### config.mk
export PLATFORM = sky130hd
export DESIGN_NAME = cwh_front
export DESIGN_NICKNAME = d
export VERILOG_FILES = /design/src/hdl/cwh_pkg.sv /design/src/hdl/cwh_front.sv
export SDC_FILE = /design/constraint.sdc
export NUM_CORES = 2
export LEC_CHECK = 0
export ABC_AREA = 1
export BUFFER_PORTS_ARGS = -buffer_cell sky130_fd_sc_hd__buf_2
export CORE_UTILIZATION = 35
export DETAILED_ROUTE_END_ITERATION = 6
export GPL_ROUTABILITY_DRIVEN = 0
export PLACE_DENSITY_LB_ADDON = 0.15
export RECOVER_POWER = 50
export SETUP_SLACK_MARGIN = 0.15
export SYNTH_ARGS = -nofsm -noshare
export SYNTH_HDL_FRONTEND = slang
export SYNTH_SLANG_ARGS = --single-unit
### constraint.sdc
create_clock -name clk -period 13.16 [get_ports clk]
set_input_delay 1.316 -clock clk [delete_from_list [all_inputs] [get_ports clk]]
set_output_delay 1.316 -clock clk [all_outputs]
set_load 0.02 [all_outputs]
### src/hdl/cwh_pkg.sv
// shared types, codes and constants for the case-insensitive word hash set
`timescale 1ns / 1ps
package cwh_pkg;

	localparam int CHAR_W      = 8;
	localparam int LEN_W       = 6;
	localparam int COUNT_OUT_W = 13;
	localparam int QUEUE_DEPTH = 2;

	localparam logic [1:0] KIND_INSERT = 2'd0;
	localparam logic [1:0] KIND_LOOKUP = 2'd1;
	localparam logic [1:0] KIND_CLEAR  = 2'd2;

	localparam logic [1:0] ST_OK        = 2'd0;
	localparam logic [1:0] ST_POOL_FULL = 2'd1;
	localparam logic [1:0] ST_TOO_LONG  = 2'd2;

	localparam logic [6:0]  HASH_MUL = 7'd113;
	localparam logic [23:0] HASH_MOD = 24'd10000007;
	// floor(2^40 / HASH_MOD)
	localparam logic [16:0] HASH_RCP = 17'd109951;

	typedef struct packed {
		logic [1:0]        kind;
		logic [CHAR_W-1:0] char_code;
		logic              last;
	} in_item_t;

	typedef struct packed {
		logic                   found;
		logic [1:0]             status;
		logic [COUNT_OUT_W-1:0] word_count;
	} out_item_t;

	typedef enum logic [2:0] {
		FS_IDLE, FS_MUL, FS_RCP, FS_RED, FS_BMUL, FS_BRED, FS_PUSH
	} fstate_t;

	typedef enum logic [2:0] {
		BS_INIT, BS_IDLE, BS_HEAD, BS_HCHK, BS_TAIL, BS_CMP, BS_CLEAR
	} bstate_t;

	function automatic logic [CHAR_W-1:0] fold(input logic [CHAR_W-1:0] c);
		return (c >= 8'h41 && c <= 8'h5A) ? c + 8'd32 : c;
	endfunction

endpackage

### src/hdl/cwh_front.sv
// front end: collects word bytes, keeps the running hash, queues word and clear commands
`timescale 1ns / 1ps
module cwh_front #(
	parameter int BUCKETS      = 1024,
	parameter int MAX_WORD_LEN = 45,
	localparam int BKT_W  = $clog2(BUCKETS),
	localparam int TEXT_W = MAX_WORD_LEN * 8
) (
	input  logic                clk,
	input  logic                arst_n,
	input  logic                start,
	input  logic                hold,
	input  cwh_pkg::in_item_t   item,
	output logic                busy,
	output logic                push,
	input  logic                full,
	output logic [1:0]          cmd_kind,
	output logic                cmd_ovl,
	output logic [5:0]          cmd_len,
	output logic [BKT_W-1:0]    cmd_bucket,
	output logic [TEXT_W-1:0]   cmd_text
);
	import cwh_pkg::*;

	localparam logic [23:0] BKT_RCP = 24'((32'd1 << 24) / BUCKETS);
	localparam logic [LEN_W-1:0] MAX_L = LEN_W'(MAX_WORD_LEN);

	fstate_t              state_q, state_d;
	logic [1:0]           kind_q;
	logic                 last_q;
	logic [LEN_W-1:0]     cnt_q;
	logic                 ovl_q;
	logic [23:0]          hash_q;
	logic [TEXT_W-1:0]    text_q;
	logic [23:0]          t_q;
	logic [30:0]          x_q;
	logic [47:0]          p_q;
	logic [47:0]          pb_q;
	logic [BKT_W-1:0]     bucket_q;
	logic                 take;
	logic                 is_word;
	logic [31:0]          qm, r32, red;
	logic [47:0]          qbm, rb, rb2;

	assign take    = start & ~busy;
	assign is_word = (item.kind == KIND_INSERT) || (item.kind == KIND_LOOKUP);

	// mod 10000007 and mod BUCKETS by reciprocal, estimate is low by at most one
	always_comb begin
		qm  = 32'(p_q[47:40]) * 32'(HASH_MOD);
		r32 = 32'(x_q) - qm;
		red = (r32 >= 32'(HASH_MOD)) ? r32 - 32'(HASH_MOD) : r32;
		qbm = 48'(pb_q[47:24]) * 48'(BUCKETS);
		rb  = 48'(hash_q) - qbm;
		rb2 = (rb >= 48'(BUCKETS)) ? rb - 48'(BUCKETS) : rb;
	end

	always_comb begin
		state_d = state_q;
		unique case (state_q)
			FS_IDLE: begin
				if (take) begin
					if (item.kind == KIND_CLEAR) state_d = FS_PUSH;
					else if (is_word) begin
						if (cnt_q < MAX_L) state_d = FS_MUL;
						else if (item.last) state_d = FS_PUSH;
					end
				end
			end
			FS_MUL:  state_d = FS_RCP;
			FS_RCP:  state_d = FS_RED;
			FS_RED:  state_d = last_q ? FS_BMUL : FS_IDLE;
			FS_BMUL: state_d = FS_BRED;
			FS_BRED: state_d = FS_PUSH;
			FS_PUSH: state_d = full ? FS_PUSH : FS_IDLE;
			default: state_d = FS_IDLE;
		endcase
	end

	always_comb begin
		busy = (state_q != FS_IDLE) | hold;
		push = (state_q == FS_PUSH) & ~full;
	end

	always_ff @(posedge clk or negedge arst_n) begin
		if (!arst_n) begin
			state_q <= FS_IDLE;
			cnt_q   <= '0;
			ovl_q   <= 1'b0;
			hash_q  <= '0;
			text_q  <= '0;
		end else begin
			state_q <= state_d;
			unique case (state_q)
				FS_IDLE: begin
					if (take && item.kind == KIND_CLEAR) begin
						cnt_q  <= '0;
						ovl_q  <= 1'b0;
						hash_q <= '0;
						text_q <= '0;
					end else if (take && is_word) begin
						if (cnt_q < MAX_L) begin
							for (int i = 0; i < MAX_WORD_LEN; i++) begin
								if (cnt_q == LEN_W'(i)) text_q[i*8 +: 8] <= item.char_code;
							end
							cnt_q <= cnt_q + 1'b1;
						end else begin
							ovl_q <= 1'b1;
						end
					end
				end
				FS_RED: hash_q <= red[23:0];
				FS_PUSH: begin
					if (!full) begin
						cnt_q  <= '0;
						ovl_q  <= 1'b0;
						hash_q <= '0;
						text_q <= '0;
					end
				end
				default: ;
			endcase
		end
	end

	always_ff @(posedge clk) begin
		if (state_q == FS_IDLE && take) begin
			kind_q <= item.kind;
			last_q <= item.last;
			t_q    <= hash_q + 24'(fold(item.char_code));
		end
		x_q  <= 31'(t_q * 31'(HASH_MUL));
		p_q  <= 48'(x_q) * 48'(HASH_RCP);
		pb_q <= 48'(hash_q) * 48'(BKT_RCP);
		if (state_q == FS_BRED) bucket_q <= rb2[BKT_W-1:0];
	end

	assign cmd_kind   = kind_q;
	assign cmd_ovl    = ovl_q;
	assign cmd_len    = cnt_q;
	assign cmd_bucket = bucket_q;
	assign cmd_text   = text_q;

endmodule

== Yosys cells after proc, flatten, opt, wreduce, memory -nomap -nowiden ==
Index checks and enable logic that the tools add are counted.

* Output and inout port bits: 381
* Logic and storage cells: 315
* Bits in registers: 534
* Input bits: 16

* Muxes and demuxes: 74
* Order comparisons: 5
* Equal/unequal tests: 105
* Multiply operators: 3
* Add/sub/neg operators: 7
* Bitwise operators: 5
* Reduce and logical (&&, ||, !) cells: 60

{| class="wikitable"
|+ Operator list
! cell !! number
|-
| two-way mux 360 bit || 4
|-
| one-hot mux 360 bit (2 select lines) || 1
|-
| two-way mux 8 bit || 46
|-
| AND reduction 5 bit || 45
|-
| != test 3 bit (second input constant) || 49
|-
| == test 6 x 5 -> 1 bit (second input constant) || 16
|-
| == test 6 bit (second input constant) || 13
|-
| two-way mux 24 bit || 3
|-
| one-hot mux 24 bit (3 select lines) || 1
|-
| == test 6 x 4 -> 1 bit (second input constant) || 8
|-
| greater-or-equal comparator 48 x 11 -> 1 bit (second input constant) || 1
|-
| multiplier 31 x 17 -> 48 bit (second input constant) || 1
|-
| greater-or-equal comparator 32 x 24 -> 1 bit (second input constant) || 1
|-
| multiplier 8 x 24 -> 32 bit (second input constant) || 1
|-
| subtractor 31 x 32 -> 32 bit || 1
|-
| multiplier 24 x 7 -> 31 bit (second input constant) || 1
|-
| subtractor 24 x 24 -> 25 bit || 1
|-
| adder 24 x 8 -> 24 bit || 1
|-
| == test 6 x 3 -> 1 bit (second input constant) || 4
|-
| two-way mux 6 bit || 4
|-
| subtractor 24 bit (second input constant) || 1
|-
| two-way mux 3 bit || 7
|-
| one-hot mux 3 bit (7 select lines) || 1
|-
| == test 6 x 2 -> 1 bit (second input constant) || 2
|-
| 30 further kinds || 46
|}

== Depth between registers and ports, before layout ==
* Word-level depth: 8
* Gate-level depth with buffers: 31
* Gate-level depth less buffers: 31

== Worst setup path after synthesis ==
No wires, ideal clock.

* Path type: reg-to-reg
* Start point: reg x_q[18]
* End point: reg p_q[43]
* Setup slack: 8.051 ns
* Data required time: 13.040 ns
* Buffers on the path: 0
* Setup time: 0.120 ns
* Data arrival time: 4.989 ns
* Cell stages (with the launch flop): 19
* Period minus slack after synthesis: 5.109 ns
* Path through: dfxtp_1 -> fa_1 -> fa_1 -> inv_1 -> fa_1 -> fa_1 -> fa_1 -> fa_1 -> inv_1 -> ha_1 -> a21o_1 -> a31oi_1 -> o21ai_0 -> a21oi_1 -> o21a_1 -> nand2_1 -> nand4_1 -> nand3_1 -> xor2_1

* Cells in the longest elaborated chain, start to end: 1

{| class="wikitable"
|+ RTL lines
! item !! RTL line !! RTL
|-
| start, declared || cwh_front.sv:36 || <nowiki>logic [30:0] x_q;</nowiki>
|-
| start signal, assigned || cwh_front.sv:132 || <nowiki>x_q <= 31'(t_q * 31'(HASH_MUL));</nowiki>
|-
| multiplier 31 x 17 -> 48 bit || cwh_front.sv:133 || <nowiki>p_q <= 48'(x_q) * 48'(HASH_RCP);</nowiki>
|-
| end signal, assigned || cwh_front.sv:133 ||
|-
| end, declared || cwh_front.sv:37 || <nowiki>logic [47:0] p_q;</nowiki>
|}

No other way between the ends.
A chain may end at the register's enable or synchronous reset.

==> results.md <==
* Outcome: complete, but fails checks
* Violated checks: max-capacitance violations, max-slew violations
* Clock sink total at 470
* Post-CTS resize count at 0
* Initial DRC Count at 1,745
* Mapped Cells at 4,307
* Reg clk slew, reported paths at 0.06 ns
* Root Buffer: clkbuf_16
* RSZ-0062 raised after global routing: false
* CP top delay family: buffers and inverters
* Area leader, netlist: dfrtp_1
* Synth unique cells at 44
* CTS tree: done
* Post-Synth Simple-Gate Area at 15.2%
* Worst endpoint required time at 12.19 ns
* Port Buffers at 396
* Max incr delay on CP at 4.62 ns
* Normalized max-slew margin at -351%
* Final wirelength at 117,000 microns
* Final nets at 5,467
* Crit path max fanout at 115
* Num CTS Buffers at 55
* Drc violations at 0
* Post-synth EDFFs at 37
* Share of the synthesized area in the top cell type at 26.1%
* Synth Flop Type: dfrtp_1
* Count of final hold-check violations at 0
* Startpoint Class: input port
* Die Footprint at 109,000 sq um
* Number of hold buffers added after cts at 0
* Final Slew Violations at 145
* GRT met1 Usage at 30.0%
* Crit path buffers/inverters at 1
* Crit path cell chain: clkbuf_1
* Synthesized area at 37,700 sq um
* Post-synthesis mux area share at 0%
* Antenna violations before repair at 5
* Seq/Total Area, Yosys at 31.1%
* Slowest stage cell on the critical path: clkbuf_1
* Synth Area per Inst at 8.76 sq um
* Tcrit/Tclk final at 53.4%
* Post-synthesis register bit count at 470
* Layout area overhead at 13.4%
* Least-Margin Pin Slew at 6.77 ns
* CP endpoint kind: async pin
* CP Class: input port to async pin
* Tot GR Track Use at 21.4%
* Synth area leaders: dfrtp_1, fa_1, ha_1
* Final ANT Viol Nets at 0
* Dpl hpwl at 92,600 microns
* Drt pass-1 iters at 5
* Diode count at 0
* Vias per cell at 4.70
* Commonest cells after routing, fill and taps aside: nand2_1, inv_1, o21ai_0, fa_1, dfrtp_1
* Most common cell after layout, fill and taps aside: nand2_1
* Setup violations, final at 0
* Post-CTS Setup Inserts at 0
* Clock Skew at 0.0525 ns
* IO Pins at 397
* CP Data Arrival Time at 6.06 ns
* Number of global-route vias before repair at 28,922
* Post-synthesis compound-gate area fraction at 8.04%
* Max cap viols at 2
* Syn_nets at 5,102
* Post-synth ARST share at 83.8%
* Die outline height at 330 microns
* Layout cells sized above 1 at 6.83%
* Final TNS setup at 0 ns
* Synth warn at 0
* Core area at 107,000 sq um
* Starting density of the core at 35.3%
* Largest net degree at the start of global routing at 157
* Num rows at 120
* M3 GR Usage at 3.31%
* F_max at 0.142 GHz
* Final Critical Period at 7.03 ns
* Grt total ovfl at 0
* Clock tree buffer depth at 3
* Die Wd at 330 microns
* Clk Latency, worst-skew pair at 0.63 ns
* Post-Synth XOR/XNOR Area at 1.60%
* Wire per inst at 19.1 microns
* Met2 Use GR at 34.9%
* First-pass GRT wire length at 178,000 microns
* CTS H-tree depth at 2
* Min-Delay Path Class: register to register
* GR peak layer: met2
* Vias at 28,781
* Adder-Cell Fraction of Synth Area at 33.9%
* Number of fillers in the final layout at 11,109
* Largest family of logic cells by synthesized area: adder cells
## kinds of logic after synthesis
| logic type | Yosys count |
|---|---|
| AOI/OAI and AO/OA | 577 |
| and+or+nand+nor | 1398 |
| adders and majority gates | 779 |
| buffers and inverters | 1014 |
| xor gates and xnor gates | 69 |
| DFF | 470 |
## registers in the layout, indices dropped and copies added (netlist names)
signal,flops
x_q,31
cmd_bucket,10
t_q,24
hash_q,24
cmd_len,6
cmd_kind,2
state_q,3
p_q,8
cmd_ovl,1
cmd_text,360
last_q,1
## routing by layer
layer | up-vias | wire length (microns)
met5 | - | 51
met4 | 8 | 2280
met3 | 106 | 5260
met2 | 537 | 54900
met1 | 14041 | 54200
li1 | 14089 | -
## worst paths after layout
path,slack [ns],startpoint,cells after the start,endpoint
max in group clk,6.95,x_q[3],19,p_q[43]
hold reg to reg,0.47,cmd_text[115],2,cmd_text[115]
setup / recovery,6.13,arst_n,1,cmd_len[3]
hold / removal,0.47,cmd_text[115],2,cmd_text[115]
setup reg to reg,6.95,x_q[3],19,p_q[43]
min in group asynchronous,3.21,arst_n,1,cmd_text[315]
## layout make-up
| type | instances | area (sq um) | share of cell area [%] |
|---|---|---|---|
| clock buffers | 77 | 1530 | 3.57 |
| clock inverters | 23 | 305 | 0.714 |
| inverters | 909 | 3410 | 7.97 |
| multi-input cells | 2823 | 22200 | 51.8 |
| flip-flops and latches | 470 | 11800 | 27.5 |
| well taps | 1403 | 1760 | 4.10 |
| repair buffers | 413 | 1850 | 4.32 |
## metrics by stage
| stage | util [%] | setup WS [ns] | area (sq um) | std cells | hold slack (ns) |
|---|---|---|---|---|---|
| floorplan | - | 8.05 | 37700 | 4307 | 0.441 |
| global route | 40.0 | 5.02 | 42800 | 6118 | 0.493 |
| detailed placement | 38.5 | 6.90 | 41200 | 6018 | 0.467 |
| global placement | 38.5 | 6.84 | 41200 | 6018 | 0.462 |
| finish | 40.0 | 6.13 | 42800 | 6118 | 0.474 |
| CTS | 40.2 | 6.83 | 43100 | 6118 | 0.483 |
## tightest hold or removal path: cells and delay by family, from the launching register on
kind             cells  cell delay [ns]
AND/OR/NAND/NOR      1             0.05
flip-flops           1             0.34
AO/OA/AOI/OAI        1             0.05
## cells in the mapped netlist (4+ instances only)
cell and n:
nand4_1 26, o21bai_1 4, nor2_2 11, fa_1 405, a21oi_1 104, o21a_1 12
nand3_1 172, ha_1 374, a31oi_1 20, dfxtp_1 39, o31ai_1 7, nand2_1 980
o211ai_1 5, edfxtp_1 37, clkbuf_1 94, dfrtp_1 394, nor3_1 27, xnor2_1 25
nor4_1 9, nand3b_1 9, nor2_1 144, a21o_1 6, inv_1 908, xor2_1 44
buf_2 8, o21ai_0 405, nand2_2 10, nand3_2 4
Power is not shown: default switching activity piles up to over one toggle a cycle in this logic, so the estimate is an artifact.
