### src/hdl/cwh_pkg.sv
// shared types, codes and constants for the case-insensitive word hash set
`timescale 1ns / 1ps
package cwh_pkg;

	localparam int CHAR_W      = 8;
	localparam int LEN_W       = 6;
	localparam int COUNT_OUT_W = 13;
	localparam int QUEUE_DEPTH = 2;

	localparam logic [1:0] KIND_INSERT = 2'd0;
	localparam logic [1:0] KIND_LOOKUP = 2'd1;
	localparam logic [1:0] KIND_CLEAR  = 2'd2;

	localparam logic [1:0] ST_OK        = 2'd0;
	localparam logic [1:0] ST_POOL_FULL = 2'd1;
	localparam logic [1:0] ST_TOO_LONG  = 2'd2;

	localparam logic [6:0]  HASH_MUL = 7'd113;
	localparam logic [23:0] HASH_MOD = 24'd10000007;
	// floor(2^40 / HASH_MOD)
	localparam logic [16:0] HASH_RCP = 17'd109951;

	typedef struct packed {
		logic [1:0]        kind;
		logic [CHAR_W-1:0] char_code;
		logic              last;
	} in_item_t;

	typedef struct packed {
		logic                   found;
		logic [1:0]             status;
		logic [COUNT_OUT_W-1:0] word_count;
	} out_item_t;

	typedef enum logic [2:0] {
		FS_IDLE, FS_MUL, FS_RCP, FS_RED, FS_BMUL, FS_BRED, FS_PUSH
	} fstate_t;

	typedef enum logic [2:0] {
		BS_INIT, BS_IDLE, BS_HEAD, BS_HCHK, BS_TAIL, BS_CMP, BS_CLEAR
	} bstate_t;

	function automatic logic [CHAR_W-1:0] fold(input logic [CHAR_W-1:0] c);
		return (c >= 8'h41 && c <= 8'h5A) ? c + 8'd32 : c;
	endfunction

endpackage

### src/hdl/cwh_queue.sv
// short register queue between front and back end
`timescale 1ns / 1ps
module cwh_queue #(
	parameter int WIDTH = 1,
	parameter int DEPTH = 2,
	localparam int PTR_W = (DEPTH > 1) ? $clog2(DEPTH) : 1,
	localparam int CNT_W = $clog2(DEPTH + 1)
) (
	input  logic             clk,
	input  logic             arst_n,
	input  logic             push,
	input  logic [WIDTH-1:0] din,
	output logic             full,
	input  logic             pop,
	output logic             valid,
	output logic [WIDTH-1:0] dout
);
	import cwh_pkg::*;

	logic [WIDTH-1:0] mem [DEPTH];
	logic [PTR_W-1:0] wr_q, rd_q;
	logic [CNT_W-1:0] cnt_q;
	logic             do_push, do_pop;

	assign full    = (cnt_q == CNT_W'(DEPTH));
	assign valid   = (cnt_q != '0);
	assign do_push = push & ~full;
	assign do_pop  = pop & valid;
	assign dout    = mem[rd_q];

	always_ff @(posedge clk or negedge arst_n) begin
		if (!arst_n) begin
			wr_q  <= '0;
			rd_q  <= '0;
			cnt_q <= '0;
		end else begin
			if (do_push) wr_q <= (wr_q == PTR_W'(DEPTH - 1)) ? '0 : wr_q + 1'b1;
			if (do_pop) rd_q <= (rd_q == PTR_W'(DEPTH - 1)) ? '0 : rd_q + 1'b1;
			if (do_push && !do_pop) cnt_q <= cnt_q + 1'b1;
			else if (do_pop && !do_push) cnt_q <= cnt_q - 1'b1;
		end
	end

	always_ff @(posedge clk) begin
		if (do_push) mem[wr_q] <= din;
	end

endmodule

### config.mk
export PLATFORM = sky130hd
export DESIGN_NAME = cwh_queue
export DESIGN_NICKNAME = d
export VERILOG_FILES = /design/src/hdl/cwh_pkg.sv /design/src/hdl/cwh_queue.sv
export SDC_FILE = /design/constraint.sdc
export NUM_CORES = 1
export LEC_CHECK = 0
export BUFFER_PORTS_ARGS = -buffer_cell sky130_fd_sc_hd__clkbuf_2
export CAP_MARGIN = 20
export CORE_AREA = 2 2 39 41
export CTS_CLUSTER_DIAMETER = 200
export CTS_CLUSTER_SIZE = 20
export DETAILED_ROUTE_END_ITERATION = 10
export DIE_AREA = 0 0 41 43
export PLACE_DENSITY_LB_ADDON = 0.15
export SETUP_SLACK_MARGIN = 0.2
export SLEW_MARGIN = 20
export SYNTH_ARGS = -nofsm -noshare
export SYNTH_HDL_FRONTEND = slang
export SYNTH_SLANG_ARGS = --single-unit
### constraint.sdc
create_clock -name clk -period 1.9 [get_ports clk]
set_clock_uncertainty 0.05 [all_clocks]
set_input_delay 0.19 -clock clk [delete_from_list [all_inputs] [get_ports clk]]
set_output_delay 0.19 -clock clk [all_outputs]
set_load 0.1 [all_outputs]
* Word-level counts from Yosys, hierarchy flattened
Memories as Yosys holds them, arrays and structs flattened.
Cells that the tools add are included.
** Storage, ports and cells
- Register bits :: 4
- Bits in writable memories :: 2
- Bits of input ports :: 5
- Memories kept :: 1
** Cells by class
- $add $sub $neg :: 4
- Equal/unequal tests :: 1
- Muxes and demuxes :: 6
- Bitwise operators :: 3
- Reduce and logical (&&, ||, !) cells :: 6
** Memory list
- mem :: words 2, width 1, rd ports 1, clocked after Yosys merged registers in 0, wr ports 1, RTL line cwh_queue.sv:20 : logic [WIDTH-1:0] mem [DEPTH];
** Operators by type and width (count)
- 1-bit two-way mux :: 4
- 2-bit two-way mux :: 2
- 2-bit nonzero test :: 2
- 1-bit adder (second input constant) :: 2
- 2-bit by 1-bit adder with 2-bit output (second input constant) :: 1
- 1-bit bitwise AND :: 2
- 2-bit equality test (second input constant) :: 1
- 1-bit logical AND :: 2
- 1-bit zero test :: 2
- 2-bit by 1-bit subtractor with 2-bit output (second input constant) :: 1
- 1-bit inverter :: 1

* Logic depth before layout (Yosys ltp)
Gate-level depths: netlist of run 1.
- Depth in word-level cells :: 7
- Gate-level depth with buffers :: 7

* Worst setup path before layout of run 1
OpenSTA, ideal clock, no wires.
- Kind :: reg2reg
- From :: register cnt_q[1]
- To :: register cnt_q[1]
- Setup time :: 0.125 ns
- Arrival :: 1.360 ns
- Setup slack :: 0.364 ns
- Stages on the path, launching flop included :: 7
- Path buffers :: 0
- Period minus slack after synthesis :: 1.536 ns
- Cells stage by stage :: dfrtp_1 -> or2_4 -> nand2_2 -> ha_1 -> xor2_1 -> nor2_1 -> xor2_1
** RTL lines
- start: declaration :: RTL line cwh_queue.sv:22 : logic [CNT_W-1:0] cnt_q;
- start signal: assignment :: RTL line cwh_queue.sv:39 : if (do_push && !do_pop) cnt_q <= cnt_q + 1'b1;
- start signal: assignment :: RTL line cwh_queue.sv:40 : else if (do_pop && !do_push) cnt_q <= cnt_q - 1'b1;
- 2-bit nonzero test (*) :: RTL line cwh_queue.sv:26 : assign valid = (cnt_q != '0);
- named net valid :: RTL line cwh_queue.sv:15 : output logic valid,
- 1-bit bitwise AND (*) :: RTL line cwh_queue.sv:28 : assign do_pop = pop & valid;
- 1-bit zero test :: RTL line cwh_queue.sv:39
- 1-bit logical AND :: RTL line cwh_queue.sv:39
- 2-bit two-way mux / 2-bit nonzero test (equally long branches)
The timed path passes the listed nets; every way through them passes the cells marked *. The select of a mux whose other input is x is not followed.
A chain may end at the register's enable or synchronous reset.

* Worst setup path after layout of run 1
- From :: register cnt_q[0]
- To :: output port full
** On the way
- Longest elaborated chain between the ends :: 1
** Ends and longest elaborated chain
- 2-bit equality test :: RTL line cwh_queue.sv:25 : assign full = (cnt_q == CNT_W'(DEPTH));
- end: declaration :: RTL line cwh_queue.sv:13 : output logic full,
Every way passes these cells.

==> results of run 1 <==
==> cell type report <==
cell class / count / area, um^2 / area share [%]
Timing Repair Buffer: 8 / 45.04 / 12.33
Multi-Input combinational cell: 14 / 106.4 / 29.11
Tap cell: 16 / 20.02 / 5.479
Inverter: 2 / 7.507 / 2.055
Clock buffer: 4 / 26.28 / 7.192
Sequential cell: 6 / 160.2 / 43.84
==> state kept, by name (all words and copies together) (netlist names) <==
signal and cells:
cnt_q 2, rd_q 1, wr_q 1, mem 2
==> kinds of logic (layout without fill, tap and decap cells) <==
logic type | Yosys count | after routing | synth area share [%]
xor+xnor | 5 | 5 | 15.98
fa+ha+maj | 1 | 1 | 4.565
buf+inv | 2 | 14 | 2.741
flops | 6 | 6 | 58.45
mux | 1 | 1 | 4.109
simple gates | 7 | 7 | 14.16
==> worst paths after layout <==
| check | cells past startpoint | start | slack (ns) | end |
|---|---|---|---|---|
| max | 3 | cnt_q[0] | 0.32 | full |
| min in group asynchronous | 2 | arst_n | 0.23 | rd_q |
| min reg2reg | 1 | rd_q | 0.44 | rd_q |
| max in group asynchronous | 2 | arst_n | 1.42 | cnt_q[0] |
| min | 1 | din | 0.08 | mem[1] |
| max reg2reg | 7 | cnt_q[0] | 0.40 | cnt_q[1] |
==> timing repair <==
action	4_1_cts	5_1_grt
endpoints found under the hold margin	4	0
hold buffers	1	0
gates resized for setup	0	0
==> synthesized netlist by cell type <==
cell type | n | area [um^2]
dfrtp_1 | 4 | 100.1
xnor2_1 | 3 | 26.28
edfxtp_1 | 2 | 60.06
inv_1 | 2 | 7.510
nor2_1 | 2 | 7.510
xor2_1 | 2 | 17.52
and3_1 | 1 | 6.260
ha_1 | 1 | 12.51
mux2_2 | 1 | 11.26
nand2_1 | 1 | 3.750
nand2_2 | 1 | 6.260
nand2b_1 | 1 | 6.260
or2_4 | 1 | 8.760
==> through the flow <==
stage | cells | setup WS, ns
floorplan | 22 | 0.3645
global placement | 45 | 0.4002
detailed placement | 45 | 0.3875
CTS | 50 | 0.3007
global route | 50 | 0.2390
finish | 50 | 0.3154
==> worst max-delay path, cell delays in order, from the launching register on <==
cell,delay (ns)
dfrtp_1,0.41
nand2b_1,0.19
inv_1,0.06
clkbuf_2,0.44
==> per-layer routing <==
layer | part of all wire [%] | up-vias | global-route usage [%]
li1 | - | 93 | -
met1 | 37 | 84 | 6.885
met2 | 56 | 5 | 11.56
met3 | 7.3 | 0 | 7.853
met4 | 0 | 0 | 4.000
met5 | 0 | - | 0
==> results.py, run 1 <==
metrics = {
    "setup_path": {
        "crit_type": "reg2out",
        "start_kind": "flop",
        "critical_path_required_ns": 1.66,
        "critPathCaptureType": "output port",
        "crit_fanout": 4,
        "cp.arrival_ns": 1.34,
    },
    "yosys": {
        "syn_area_um2": 274.0,
        "syn_nets": 28,
        "yosys_warnings": 0,
        "syn_inst": 22,
        "syn_area_per_cell_um2": 12.46,
        "yosys.cell_types.count": 13,
        "synth_seq_area_share_pct": 58.45,
        "synth_seq_cells": 6,
    },
    "sta": {
        "tns_ns": 0,
        "slew_violations": 0,
        "post-route-period-util_pct": 83.40,
        "setup_viol_count_final": 0,
        "slew_headroom_pct": 64.04,
        "fmax_mhz": 631.1,
        "rsz0062_at_grt": "false",
        "holdWs_ns": 0.08288,
        "finalHoldViolCount": 0,
        "final.min_clock_period_ns": 1.585,
        "tightest_slew_ns": 0.5417,
    },
    "routing": {
        "drt_iter0_drc": 1,
        "drc_errors": 0,
        "num_vias": 182,
        "post_drt_wl_per_cell_um": 9.580,
        "via_per_inst": 3.640,
        "firstDrtPassIters": 2,
        "routed_wl_um": 479,
        "ant_nets": 0,
    },
    "cts": {
        "h-tree-depth": 1,
        "numCtsBuffers": 3,
        "cts_max_path_buffers": 2,
        "cts_tree": "yes",
        "clk_latency_ns": 0.24,
        "numClockSinks": 6,
        "clk_pin_slew_ns": 0.05,
        "cts_setup_buffers": 0,
        "cts-root-buf": "clkbuf_4",
    },
    "global_route": {
        "grt_pass1_wl_um": 841,
        "grt_usage_pct": 7.980,
        "gr-total-overflow": 0,
        "grt_max_degree": 5,
        "antenna_found_initial": 0,
        "first_global_vias": 226,
    },
    "finish": {
        "design_area_um2": 365.4,
        "insertedDiodeCount": 0,
        "drive_gt1_share_pct": 38.24,
        "nFillCells": 147,
        "final_common_cell": "clkbuf_2",
        "mostFrequentLayoutCells": "clkbuf_2 (7), dfrtp_1 (4), xnor2_1 (3), clkbuf_4 (3)",
        "utilization_pct": 26.40,
        "final_nets": 41,
        "area_delta_synth_final_pct": 33.33,
    },
    "placed_design": {
        "place_area_um2": 329.1,
        "place_congestion": 0.7740,
        "portBuffers": 7,
    },
    "run": {
        "drv_cap": 0,
    },
    "worst_hold_path": {
        "hold_path.class": "in2reg",
    },
    "floorplanning": {
        "initial_core_util_pct": 19.80,
        "die_area_um2": 1763,
        "die_y_um": 43,
        "ios": 8,
        "fp.dieW_um": 41,
        "rows": 14,
        "core-area_um2": 1384,
    },
    "run_status": {
        "status": "finished, final reports clean",
    },
}
Power of run 1 is left out: the tool's default activity adds up to more than one toggle a clock period on the data nets, which glitch-free logic cannot reach.
==> run 2: changes to the inputs <==
==> constraint.sdc (replaced) <==
create_clock -name clk -period 1.6 [get_ports clk]
set_clock_uncertainty 0.05 [all_clocks]
set_input_delay 0.16 -clock clk [delete_from_list [all_inputs] [get_ports clk]]
set_output_delay 0.16 -clock clk [all_outputs]
set_load 0.1 [all_outputs]
==> results.py, run 2 (same netlist as run 1, synthesis figures left out) <==
metrics = {
    "routing": {
        "post_drt_wl_per_cell_um": 9.729,
        "ant_nets": 0,
        "routed_wl_um": 574,
        "drc_errors": 0,
        "num_vias": 223,
        "drt_iter0_drc": 0,
        "via_per_inst": 3.780,
        "firstDrtPassIters": 1,
    },
    "global_route": {
        "antenna_found_initial": 0,
        "grt_usage_pct": 9.082,
        "first_global_vias": 251,
        "gr-total-overflow": 0,
        "grt_pass1_wl_um": 959,
        "grt_max_degree": 5,
    },
    "sta": {
        "setup_ws_ns": 0.2205,
        "slew_violations": 0,
        "tns_ns": 0,
        "final.min_clock_period_ns": 1.379,
        "finalHoldViolCount": 0,
        "rsz0062_at_grt": "true",
        "setup_viol_count_final": 0,
        "slew_headroom_pct": 88.23,
        "tightest_slew_ns": 0.1783,
        "post-route-period-util_pct": 86.22,
        "fmax_mhz": 724.9,
    },
    "floorplanning": {
        "fp.dieW_um": 41,
        "ios": 8,
        "initial_core_util_pct": 19.80,
        "rows": 14,
        "die_y_um": 43,
        "die_area_um2": 1763,
        "core-area_um2": 1384,
    },
    "cts": {
        "cts-root-buf": "clkbuf_4",
        "clk_pin_slew_ns": 0.05,
        "numCtsBuffers": 3,
        "numClockSinks": 6,
        "h-tree-depth": 1,
        "cts_tree": "yes",
        "clk_latency_ns": 0.25,
        "cts_max_path_buffers": 2,
    },
    "setup_path": {
        "critical_path_required_ns": 1.39,
        "start_kind": "flop",
        "crit_fanout": 3,
        "path_buf_inv": 4,
        "crit_chain": "buf_6 > nand2b_4 > buf_4 > inv_2 > buf_12",
        "critPathCaptureType": "output port",
        "crit_type": "reg2out",
        "crit_slowest_cell": "dfrtp_1",
        "path_delay_family": "buffers and inverters",
        "cpPeakStageDelay_ns": 0.39,
        "cp.arrival_ns": 1.17,
    },
    "finish": {
        "final_common_cell": "buf_4",
        "final_nets": 51,
        "top_regs": "cnt_q (2), mem (2)",
        "drive_gt1_share_pct": 69.77,
        "multiInputGateArea_um2": 148.9,
        "insertedDiodeCount": 0,
        "area_delta_synth_final_pct": 89.50,
        "mostFrequentLayoutCells": "buf_4 (9), dfrtp_1 (4), clkbuf_2 (4)",
        "nFillCells": 139,
        "regArea_um2": 160.2,
    },
    "run_status": {
        "status": "finished, final reports clean",
    },
    "run": {
        "drv_cap": 0,
    },
    "placed_design": {
        "dp_hpwl_um": 388.4,
        "place_congestion": 0.7073,
        "dp_slack_ns": 0.1159,
        "portBuffers": 7,
    },
    "worst_hold_path": {
        "hold_path.class": "in2reg",
    },
}
## run 2: per-layer routing
layer / vias up / track usage, % / wire (um)
met5: - / 0 / 0
met4: 0 / 8.000 / 22
met3: 4 / 4.712 / 26
met2: 5 / 13.44 / 311
met1: 102 / 8.497 / 214
li1: 112 / - / -
## run 2: cell type report
cell class,count,share of cell area [%]
clock buffers,3,4.337
inverters,2,1.928
multi-input cells,14,28.67
flip-flops and latches,6,30.84
well taps,16,3.855
repair buffers,18,30.36
## run 2: final timing paths
| check | to | start | depth (start not counted) | slack [ns] |
|---|---|---|---|---|
| worst max-delay path | full | cnt_q[1] | 5 | 0.22 |
| worst min-delay path | mem[0] | din | 1 | 0.05 |
| worst max register to register | cnt_q[1] | cnt_q[0] | 6 | 0.23 |
| worst min register to register | wr_q | wr_q | 1 | 0.44 |
| max in group asynchronous | wr_q | arst_n | 2 | 1.16 |
| min in group asynchronous | rd_q | arst_n | 2 | 0.20 |
## run 2: stage by stage
stage	hold slack, ns	utilization (%)	instance area [um^2]	cells
2_1_floorplan	-0.1856	-	294.0	22
3_3_place_gp	-0.07450	26.31	364.1	45
3_5_place_dp	-0.06858	26.31	364.1	45
4_1_cts	0.05175	33.73	466.7	54
5_1_grt	0.04428	37.52	519.2	59
6_report	0.05047	37.52	519.2	59
## run 2: timing repair
action | CTS | global route
hold buffers | 1 | 0
pin swaps | 4 | 7
setup buffers | 5 | 5
endpoints found under the setup margin | 3 | 2
endpoints found under the hold margin | 4 | 0
gates cloned | 0 | 0
gates resized for setup | 8 | 5
Power of run 2 is left out for the same reason.
